[src/rtl/lcf_pkg.sv]
// Package: shared types, codes and the CRC-8 step function for the block framer.
package lcf_pkg;

    // Result kinds on byte_kind
    localparam logic [1:0] KIND_HEADER = 2'd0;
    localparam logic [1:0] KIND_DATA   = 2'd1;
    localparam logic [1:0] KIND_CRC    = 2'd2;

    // CRC-8 constants: polynomial 0x07, initial 0xFF, MSB first, no final xor
    localparam logic [7:0] CRC_INIT = 8'hFF;
    localparam logic [7:0] CRC_POLY = 8'h07;

    // Reset value of the message length register
    localparam logic [15:0] MSG_LEN_RESET = 16'd1;

    // One framing command: everything the back end needs to emit an input's results
    typedef struct packed {
        logic [7:0] data;
        logic       hdr_en;
        logic [7:0] hdr_len;
        logic       crc_en;
        logic [7:0] crc;
        logic       eom;
    } cmd_t;

    // Back end emission phase
    typedef enum logic [1:0] {
        PH_HEADER,
        PH_DATA,
        PH_CRC
    } phase_t;

    // Fold one byte into the CRC, MSB first
    function automatic logic [7:0] crc8_update(input logic [7:0] crc, input logic [7:0] b);
        logic [7:0] c;
        c = crc ^ b;
        for (int i = 0; i < 8; i++) begin
            if (c[7])
                c = {c[6:0], 1'b0} ^ CRC_POLY;
            else
                c = {c[6:0], 1'b0};
        end
        return c;
    endfunction

endpackage

[src/rtl/lcf_front.sv]
// Front end: accepts bytes, tracks block position and CRC, issues framing commands.
module lcf_front #(
    parameter int BLOCK_BYTES = 8
) (
    input  logic           clk,
    input  logic           rst_n,
    input  logic           cfg_wr_en,
    input  logic [15:0]    cfg_wr_data,
    input  logic           in_accept,
    input  logic [7:0]     data_byte,
    output logic           cmd_push,
    output lcf_pkg::cmd_t  cmd
);

    localparam int POS_W = $clog2(BLOCK_BYTES + 1);

    logic [15:0]      rem_reg,  rem_next;
    logic [POS_W-1:0] pos_reg,  pos_next;
    logic [POS_W-1:0] blen_reg, blen_next;
    logic [7:0]       crc_reg,  crc_next;

    logic             active;
    logic             opens;
    logic [POS_W-1:0] blen_cur;
    logic [7:0]       crc_base;
    logic [7:0]       crc_upd;
    logic [POS_W-1:0] pos_inc;
    logic             closes;
    logic [15:0]      rem_dec;

    // Classify the incoming byte against the current block
    always_comb
    begin
        active   = (rem_reg != 16'd0);
        opens    = (pos_reg == '0);
        if (rem_reg >= 16'(BLOCK_BYTES))
            blen_cur = POS_W'(BLOCK_BYTES);
        else
            blen_cur = rem_reg[POS_W-1:0];
        if (!opens)
            blen_cur = blen_reg;
        crc_base = opens ? lcf_pkg::CRC_INIT : crc_reg;
        crc_upd  = lcf_pkg::crc8_update(crc_base, data_byte);
        pos_inc  = pos_reg + POS_W'(1);
        closes   = (pos_inc >= blen_cur);
        rem_dec  = rem_reg - 16'd1;
    end

    // Build the command for the back end
    always_comb
    begin
        cmd_push    = in_accept && active;
        cmd.data    = data_byte;
        cmd.hdr_en  = opens;
        cmd.hdr_len = 8'(blen_cur);
        cmd.crc_en  = closes;
        cmd.crc     = crc_upd;
        cmd.eom     = closes && (rem_dec == 16'd0);
    end

    // Advance framing state; a configuration write restarts the message
    always_comb
    begin
        rem_next  = rem_reg;
        pos_next  = pos_reg;
        blen_next = blen_reg;
        crc_next  = crc_reg;
        if (cfg_wr_en) begin
            rem_next  = cfg_wr_data;
            pos_next  = '0;
            blen_next = '0;
            crc_next  = lcf_pkg::CRC_INIT;
        end else if (cmd_push) begin
            rem_next = rem_dec;
            if (closes) begin
                pos_next  = '0;
                blen_next = '0;
                crc_next  = lcf_pkg::CRC_INIT;
            end else begin
                pos_next  = pos_inc;
                blen_next = blen_cur;
                crc_next  = crc_upd;
            end
        end
    end

    always_ff @(posedge clk or negedge rst_n)
    begin
        if (!rst_n) begin
            rem_reg  <= lcf_pkg::MSG_LEN_RESET;
            pos_reg  <= '0;
            blen_reg <= '0;
            crc_reg  <= lcf_pkg::CRC_INIT;
        end else begin
            rem_reg  <= rem_next;
            pos_reg  <= pos_next;
            blen_reg <= blen_next;
            crc_reg  <= crc_next;
        end
    end

endmodule

[src/rtl/lcf_cmd_fifo.sv]
// Command queue: two-entry FIFO between the front and back ends.
module lcf_cmd_fifo (
    input  logic           clk,
    input  logic           rst_n,
    input  logic           wr_en,
    input  lcf_pkg::cmd_t  wr_data,
    output logic           full,
    input  logic           rd_en,
    output lcf_pkg::cmd_t  rd_data,
    output logic           empty
);

    lcf_pkg::cmd_t entry_reg [2];
    logic          wr_ptr_reg, wr_ptr_next;
    logic          rd_ptr_reg, rd_ptr_next;
    logic [1:0]    count_reg,  count_next;

    assign full    = (count_reg == 2'd2);
    assign empty   = (count_reg == 2'd0);
    assign rd_data = entry_reg[rd_ptr_reg];

    // Advance pointers and occupancy
    always_comb
    begin
        wr_ptr_next = wr_ptr_reg;
        rd_ptr_next = rd_ptr_reg;
        count_next  = count_reg;
        if (wr_en)
            wr_ptr_next = ~wr_ptr_reg;
        if (rd_en)
            rd_ptr_next = ~rd_ptr_reg;
        if (wr_en && !rd_en)
            count_next = count_reg + 2'd1;
        else if (rd_en && !wr_en)
            count_next = count_reg - 2'd1;
    end

    always_ff @(posedge clk or negedge rst_n)
    begin
        if (!rst_n) begin
            wr_ptr_reg <= 1'b0;
            rd_ptr_reg <= 1'b0;
            count_reg  <= 2'd0;
        end else begin
            wr_ptr_reg <= wr_ptr_next;
            rd_ptr_reg <= rd_ptr_next;
            count_reg  <= count_next;
        end
    end

    // Store the incoming command
    always_ff @(posedge clk)
    begin
        if (wr_en)
            entry_reg[wr_ptr_reg] <= wr_data;
    end

endmodule

[src/rtl/lcf_back.sv]
// Back end: expands each command into header, data and CRC results into an output register.
module lcf_back (
    input  logic           clk,
    input  logic           rst_n,
    input  logic           cmd_empty,
    input  lcf_pkg::cmd_t  cmd,
    output logic           cmd_pop,
    output logic [7:0]     out_byte,
    output logic [1:0]     byte_kind,
    output logic           last_of_run,
    output logic           end_of_message,
    output logic           empty,
    input  logic           pop
);

    lcf_pkg::cmd_t    cur_reg,   cur_next;
    logic             cur_v_reg, cur_v_next;
    lcf_pkg::phase_t  ph_reg,    ph_next;

    logic             out_v_reg, out_v_next;
    logic [7:0]       ob_reg,    ob_next;
    logic [1:0]       kind_reg,  kind_next;
    logic             last_reg,  last_next;
    logic             eom_reg,   eom_next;

    logic             out_free;
    logic             emit;
    logic             finish;

    assign out_byte       = ob_reg;
    assign byte_kind      = kind_reg;
    assign last_of_run    = last_reg;
    assign end_of_message = eom_reg;
    assign empty          = !out_v_reg;

    // Emit one result per cycle while output is free; load a command when idle or finished
    always_comb
    begin
        out_free   = !out_v_reg || pop;
        emit       = cur_v_reg && out_free;
        finish     = 1'b0;
        cur_next   = cur_reg;
        cur_v_next = cur_v_reg;
        ph_next    = ph_reg;
        out_v_next = out_v_reg && !pop;
        ob_next    = ob_reg;
        kind_next  = kind_reg;
        last_next  = last_reg;
        eom_next   = eom_reg;
        cmd_pop    = 1'b0;

        if (emit) begin
            out_v_next = 1'b1;
            eom_next   = 1'b0;
            last_next  = 1'b0;
            case (ph_reg)
                lcf_pkg::PH_HEADER:
                begin
                    ob_next   = cur_reg.hdr_len;
                    kind_next = lcf_pkg::KIND_HEADER;
                    ph_next   = lcf_pkg::PH_DATA;
                end
                lcf_pkg::PH_DATA:
                begin
                    ob_next   = cur_reg.data;
                    kind_next = lcf_pkg::KIND_DATA;
                    if (cur_reg.crc_en) begin
                        ph_next = lcf_pkg::PH_CRC;
                    end else begin
                        last_next = 1'b1;
                        finish    = 1'b1;
                    end
                end
                lcf_pkg::PH_CRC:
                begin
                    ob_next   = cur_reg.crc;
                    kind_next = lcf_pkg::KIND_CRC;
                    eom_next  = cur_reg.eom;
                    last_next = 1'b1;
                    finish    = 1'b1;
                end
                default:
                begin
                    finish = 1'b1;
                end
            endcase
        end

        // Fetch the next command when idle or just finished
        if (!cur_v_reg || finish) begin
            cur_v_next = !cmd_empty;
            if (!cmd_empty) begin
                cmd_pop  = 1'b1;
                cur_next = cmd;
                ph_next  = cmd.hdr_en ? lcf_pkg::PH_HEADER : lcf_pkg::PH_DATA;
            end
        end
    end

    always_ff @(posedge clk or negedge rst_n)
    begin
        if (!rst_n) begin
            cur_v_reg <= 1'b0;
            ph_reg    <= lcf_pkg::PH_HEADER;
            out_v_reg <= 1'b0;
        end else begin
            cur_v_reg <= cur_v_next;
            ph_reg    <= ph_next;
            out_v_reg <= out_v_next;
        end
    end

    // Payload registers
    always_ff @(posedge clk)
    begin
        cur_reg  <= cur_next;
        ob_reg   <= ob_next;
        kind_reg <= kind_next;
        last_reg <= last_next;
        eom_reg  <= eom_next;
    end

endmodule

[src/rtl/length_crc8_block_framer_core.sv]
// Top level: length-prefixed block framer with per-block CRC-8.
//
//   Channel   Handshake            Payload
//   input     push / full          data_byte[7:0]
//   result    pop / empty          out_byte[7:0], byte_kind[1:0], last_of_run, end_of_message
//   config    cfg_wr_en            cfg_wr_data[15:0] (message length)
//
// The front end takes one byte per cycle while the two-entry command queue has room.
// The back end drives one result per cycle through the output register while it is free or
// popped, so a byte that opens or closes a block yields two or three results; a stream of
// full blocks yields ten results per eight bytes, and the output port sets the throughput.
// Reset sets the message length to 1; a configuration write restarts framing.
// Either side may stall independently; the queue and output register absorb the slack.
module length_crc8_block_framer_core #(
    parameter int BLOCK_BYTES = 8
) (
    input  logic        clk,
    input  logic        rst_n,
    input  logic        cfg_wr_en,
    input  logic [15:0] cfg_wr_data,
    input  logic        push,
    output logic        full,
    input  logic [7:0]  data_byte,
    output logic        empty,
    input  logic        pop,
    output logic [7:0]  out_byte,
    output logic [1:0]  byte_kind,
    output logic        last_of_run,
    output logic        end_of_message
);

    logic          in_accept;
    logic          cmd_push;
    lcf_pkg::cmd_t cmd_in;
    lcf_pkg::cmd_t cmd_out;
    logic          cmd_empty;
    logic          cmd_pop;

    // Accept a transaction whenever the queue has room
    assign in_accept = push && !full;

    lcf_front #(
        .BLOCK_BYTES (BLOCK_BYTES)
    ) u_front (
        .clk         (clk),
        .rst_n       (rst_n),
        .cfg_wr_en   (cfg_wr_en),
        .cfg_wr_data (cfg_wr_data),
        .in_accept   (in_accept),
        .data_byte   (data_byte),
        .cmd_push    (cmd_push),
        .cmd         (cmd_in)
    );

    lcf_cmd_fifo u_fifo (
        .clk     (clk),
        .rst_n   (rst_n),
        .wr_en   (cmd_push),
        .wr_data (cmd_in),
        .full    (full),
        .rd_en   (cmd_pop),
        .rd_data (cmd_out),
        .empty   (cmd_empty)
    );

    lcf_back u_back (
        .clk            (clk),
        .rst_n          (rst_n),
        .cmd_empty      (cmd_empty),
        .cmd            (cmd_out),
        .cmd_pop        (cmd_pop),
        .out_byte       (out_byte),
        .byte_kind      (byte_kind),
        .last_of_run    (last_of_run),
        .end_of_message (end_of_message),
        .empty          (empty),
        .pop            (pop)
    );

endmodule

[config.mk]
export PLATFORM = sky130hd
export DESIGN_NAME = length_crc8_block_framer_core
export DESIGN_NICKNAME = d
export VERILOG_FILES = /design/src/rtl/lcf_pkg.sv /design/src/rtl/lcf_front.sv /design/src/rtl/lcf_cmd_fifo.sv /design/src/rtl/lcf_back.sv /design/src/rtl/length_crc8_block_framer_core.sv
export SDC_FILE = /design/constraint.sdc
export NUM_CORES = 1
export LEC_CHECK = 0
export ABC_CLOCK_PERIOD_IN_PS = 5500
export BUFFER_PORTS_ARGS = -buffer_cell sky130_fd_sc_hd__buf_2
export CAP_MARGIN = 10
export CORE_UTILIZATION = 40
export DETAILED_ROUTE_END_ITERATION = 8
export SETUP_SLACK_MARGIN = 0.15
export SLEW_MARGIN = 20
export SYNTH_ARGS = -nofsm -noshare
export SYNTH_HDL_FRONTEND = slang
export SYNTH_SLANG_ARGS = --single-unit
[constraint.sdc]
create_clock -name clk -period 5.5 [get_ports clk]
set_input_delay 1.1 -clock clk [delete_from_list [all_inputs] [get_ports clk]]
set_output_delay 1.1 -clock clk [all_outputs]
set_load 0.03 [all_outputs]
==> impl_results.md <==
- Fin cells: 700
- CP startpoint kind: register
- Relative slew margins: 0.300
- DR iter-0 viols: 242
- Setup bufs post-CTS: 0
- Top_reg_cell synth: edfxtp_1
- Worst VDD drop: 0.000202 V
- Worst-path fanout max: 22
- Hold_buf cts: 0
- CP max stage cell: a311o_1
- Pwr per Cell Area: 544 mW/mm²
- Post-DR vias/cell: 4.98
- Crit path buf inv count: 0
- Achievable Freq: 0.240 GHz
- Hold WS: 477 ps
- Post-synth EDFFs: 80
- Initial antenna violation count: 0
- Worst Tran Pin Value: 1050 ps
- CTS tree: built
- Io pins: 43
- # diodes: 0
- Final setup fails: 0
- Worst Hold Path EP: u_back.out_v_reg
- Max Slew Vio Count: 0
- Sequential cell area: 0.00341 mm²
- # fillers: 1240
- Fraction of layout cells with a size suffix above 1: 0.219
- Outcome: completed
- Placed cells: 668
- Placer Congestion: 0.784
- Clock-pin slew on the worst setup and hold paths: 50 ps
- Setup tns final: 0 ps
- Final Hold Vio Count: 0
- GRT overflow: 0
- Syn Nets: 509
- Area occupied by multi-input gates: 0.00213 mm²
- Layout area overhead: 16.1%
- Row count: 43
- Layout Nets: 550
- Global-route wire length before repair: 17600 µm
- Die X: 122 µm
- Worst r2r src: u_front.rem_reg[8]
- Switch share: 0.327
- Net switching power: 1.18 mW
- Synth Area per Inst: 12.3 µm²
- Pin count of the biggest net entering global routing: 50
- Min Tclk post-route: 4170 ps
- Via count: 3485
- Critical path class: register to register
- Leakage: 2.47 nW
- CP startpoint: u_front.rem_reg[8]
- Starting Density: 0.410
- Logic gate share of total power: 0.285
- Yosys reg bits: 120
- Htree depth: 4
- Clock Skew: 3.82 ps
- Synth cell types: 52
- Hold Crit Class: register to register
- Crit-path cells: or4_4, or2_2, nor2_1, a22o_1, ha_1, nand2b_1, a2111oi_0, a211oi_1, a311o_1, or4b_1, a31oi_1
- Sinks on Clock Net: 120
- Detail Route Antenna Nets: 0
- DR pass1 iterations: 6
- Synth warn: 0
- Most common cell after layout, fill and taps aside: edfxtp_1
- Syn Inst Count: 466
- Clock Root Buffer: clkbuf_16
- Worst EP required: 5830 ps
- Max FFs per register: 46
- DP HPWL: 7070 µm
- Hold path cells: 1
- Global Route Usage Sum: 0.160
- Number of buffers created by CTS: 17
- Vias in the first global route: 3461
- Post-cts repair resize count: 0
- Core box area: 0.0139 mm²
- FFs w/ async S/R, synth: 0.333
- RSZ-0062 raised after global routing: false
- WL final: 10500 µm
- Arr. time, crit path: 4500 ps
- Skew-Pair Late Insertion Delay: 410 ps
- Max_cap viols: 0
- Flop pwr share: 0.424
- Max incr delay on CP: 620 ps
- Final period utilization: 0.758
- Critical path's top delay family: simple AND/OR/NAND/NOR gates
- Wirelength per Cell: 15.0 µm
- RR Endpoint: u_front.pos_reg[2]
- Clock Path Buffers: 2
- Die H: 122 µm
- Hold Path Origin: u_back.cur_v_reg
- Die Area: 0.0148 mm²
- Worst R2R Path Depth: 11
- Worst R2R Setup Slack: 1330 ps
- Internal: 2.43 mW
- Port buffer count: 42
- Mapped Area: 0.00571 mm²
- Commonest cells after routing, fill and taps aside: 80 x edfxtp_1, 42 x buf_2, 40 x xnor2_1, 37 x nand2_1, 32 x nor2_1
- Seq/Total Area, Yosys: 0.598
- DRC Markers: 0
- Crit. End Element: register
- Clk pwr share: 0.291
==> worst max path at each step <==
stage	depth (start not counted)	to
6_report	11	u_front.pos_reg[2]
3_5_place_dp	14	u_front.pos_reg[2]
3_3_place_gp	11	u_front.pos_reg[2]
4_1_cts	14	u_front.pos_reg[2]
2_1_floorplan	13	u_fifo.entry_reg[0][0]
5_1_grt	14	u_front.pos_reg[2]
==> Yosys cell counts, types with 9 or more instances <==
cell type,instances,area (µm²)
o21ai_0,19,95.1
dfstp_2,9,236
inv_1,18,67.6
dfrtp_1,31,776
nand2_1,37,139
ha_1,14,175
edfxtp_1,80,2400
a22oi_1,10,75.1
a21oi_1,15,75.1
nor2_1,32,120
xnor2_1,40,350
xor2_1,18,158
clkbuf_1,15,56.3
nor3_1,20,100
mux2_2,23,259
==> routing by layer <==
| metal | track usage | part of all wire | vias to the layer above |
|---|---|---|---|
| li1 | - | - | 1741 |
| met1 | 0.209 | 0.48 | 1664 |
| met2 | 0.249 | 0.47 | 62 |
| met3 | 0.0381 | 0.029 | 18 |
| met4 | 0.0772 | 0.019 | 0 |
| met5 | 0 | 0 | - |
==> kinds of logic after synthesis <==
kind of cell / Yosys count / share of synthesized area
AO/OA/AOI/OAI: 70 / 0.0823
XOR/XNOR: 58 / 0.0889
adder cells (fa/ha/maj): 14 / 0.0307
buffers and inverters: 41 / 0.0296
flip-flops: 120 / 0.598
multiplexers: 23 / 0.0453
AND/OR/NAND/NOR: 140 / 0.126
==> layout make-up <==
cell class / count / share of cell area
Inverter: 18 / 0.0102
Multi-Input combinational cell: 305 / 0.321
Sequential cell: 120 / 0.515
Tap cell: 180 / 0.0339
Clock buffer: 19 / 0.0653
Timing Repair Buffer: 45 / 0.0351
Clock inverter: 13 / 0.0196
==> power groups by stage <==
stage / Sequential (mW) / Combinational (mW) / Clock, mW
2_1_floorplan: 1.56 / 0.754 / 0
3_3_place_gp: 1.54 / 1.02 / 0
3_5_place_dp: 1.55 / 1.03 / 0
4_1_cts: 1.53 / 1.04 / 1.07
5_1_grt: 1.56 / 1.15 / 1.11
6_report: 1.53 / 1.03 / 1.05
==> through the flow <==
step           worst slack [ps]   util  power [mW]  area, µm²
6_report                   1330  0.476        3.61       6630
5_1_grt                     878  0.476        3.83       6630
4_1_cts                    1290  0.476        3.64       6630
3_5_place_dp               1300  0.436        2.58       6070
3_3_place_gp               1490  0.436        2.55       6070
2_1_floorplan              1850      -        2.31       5710
Power figures use the tool's default switching activity.
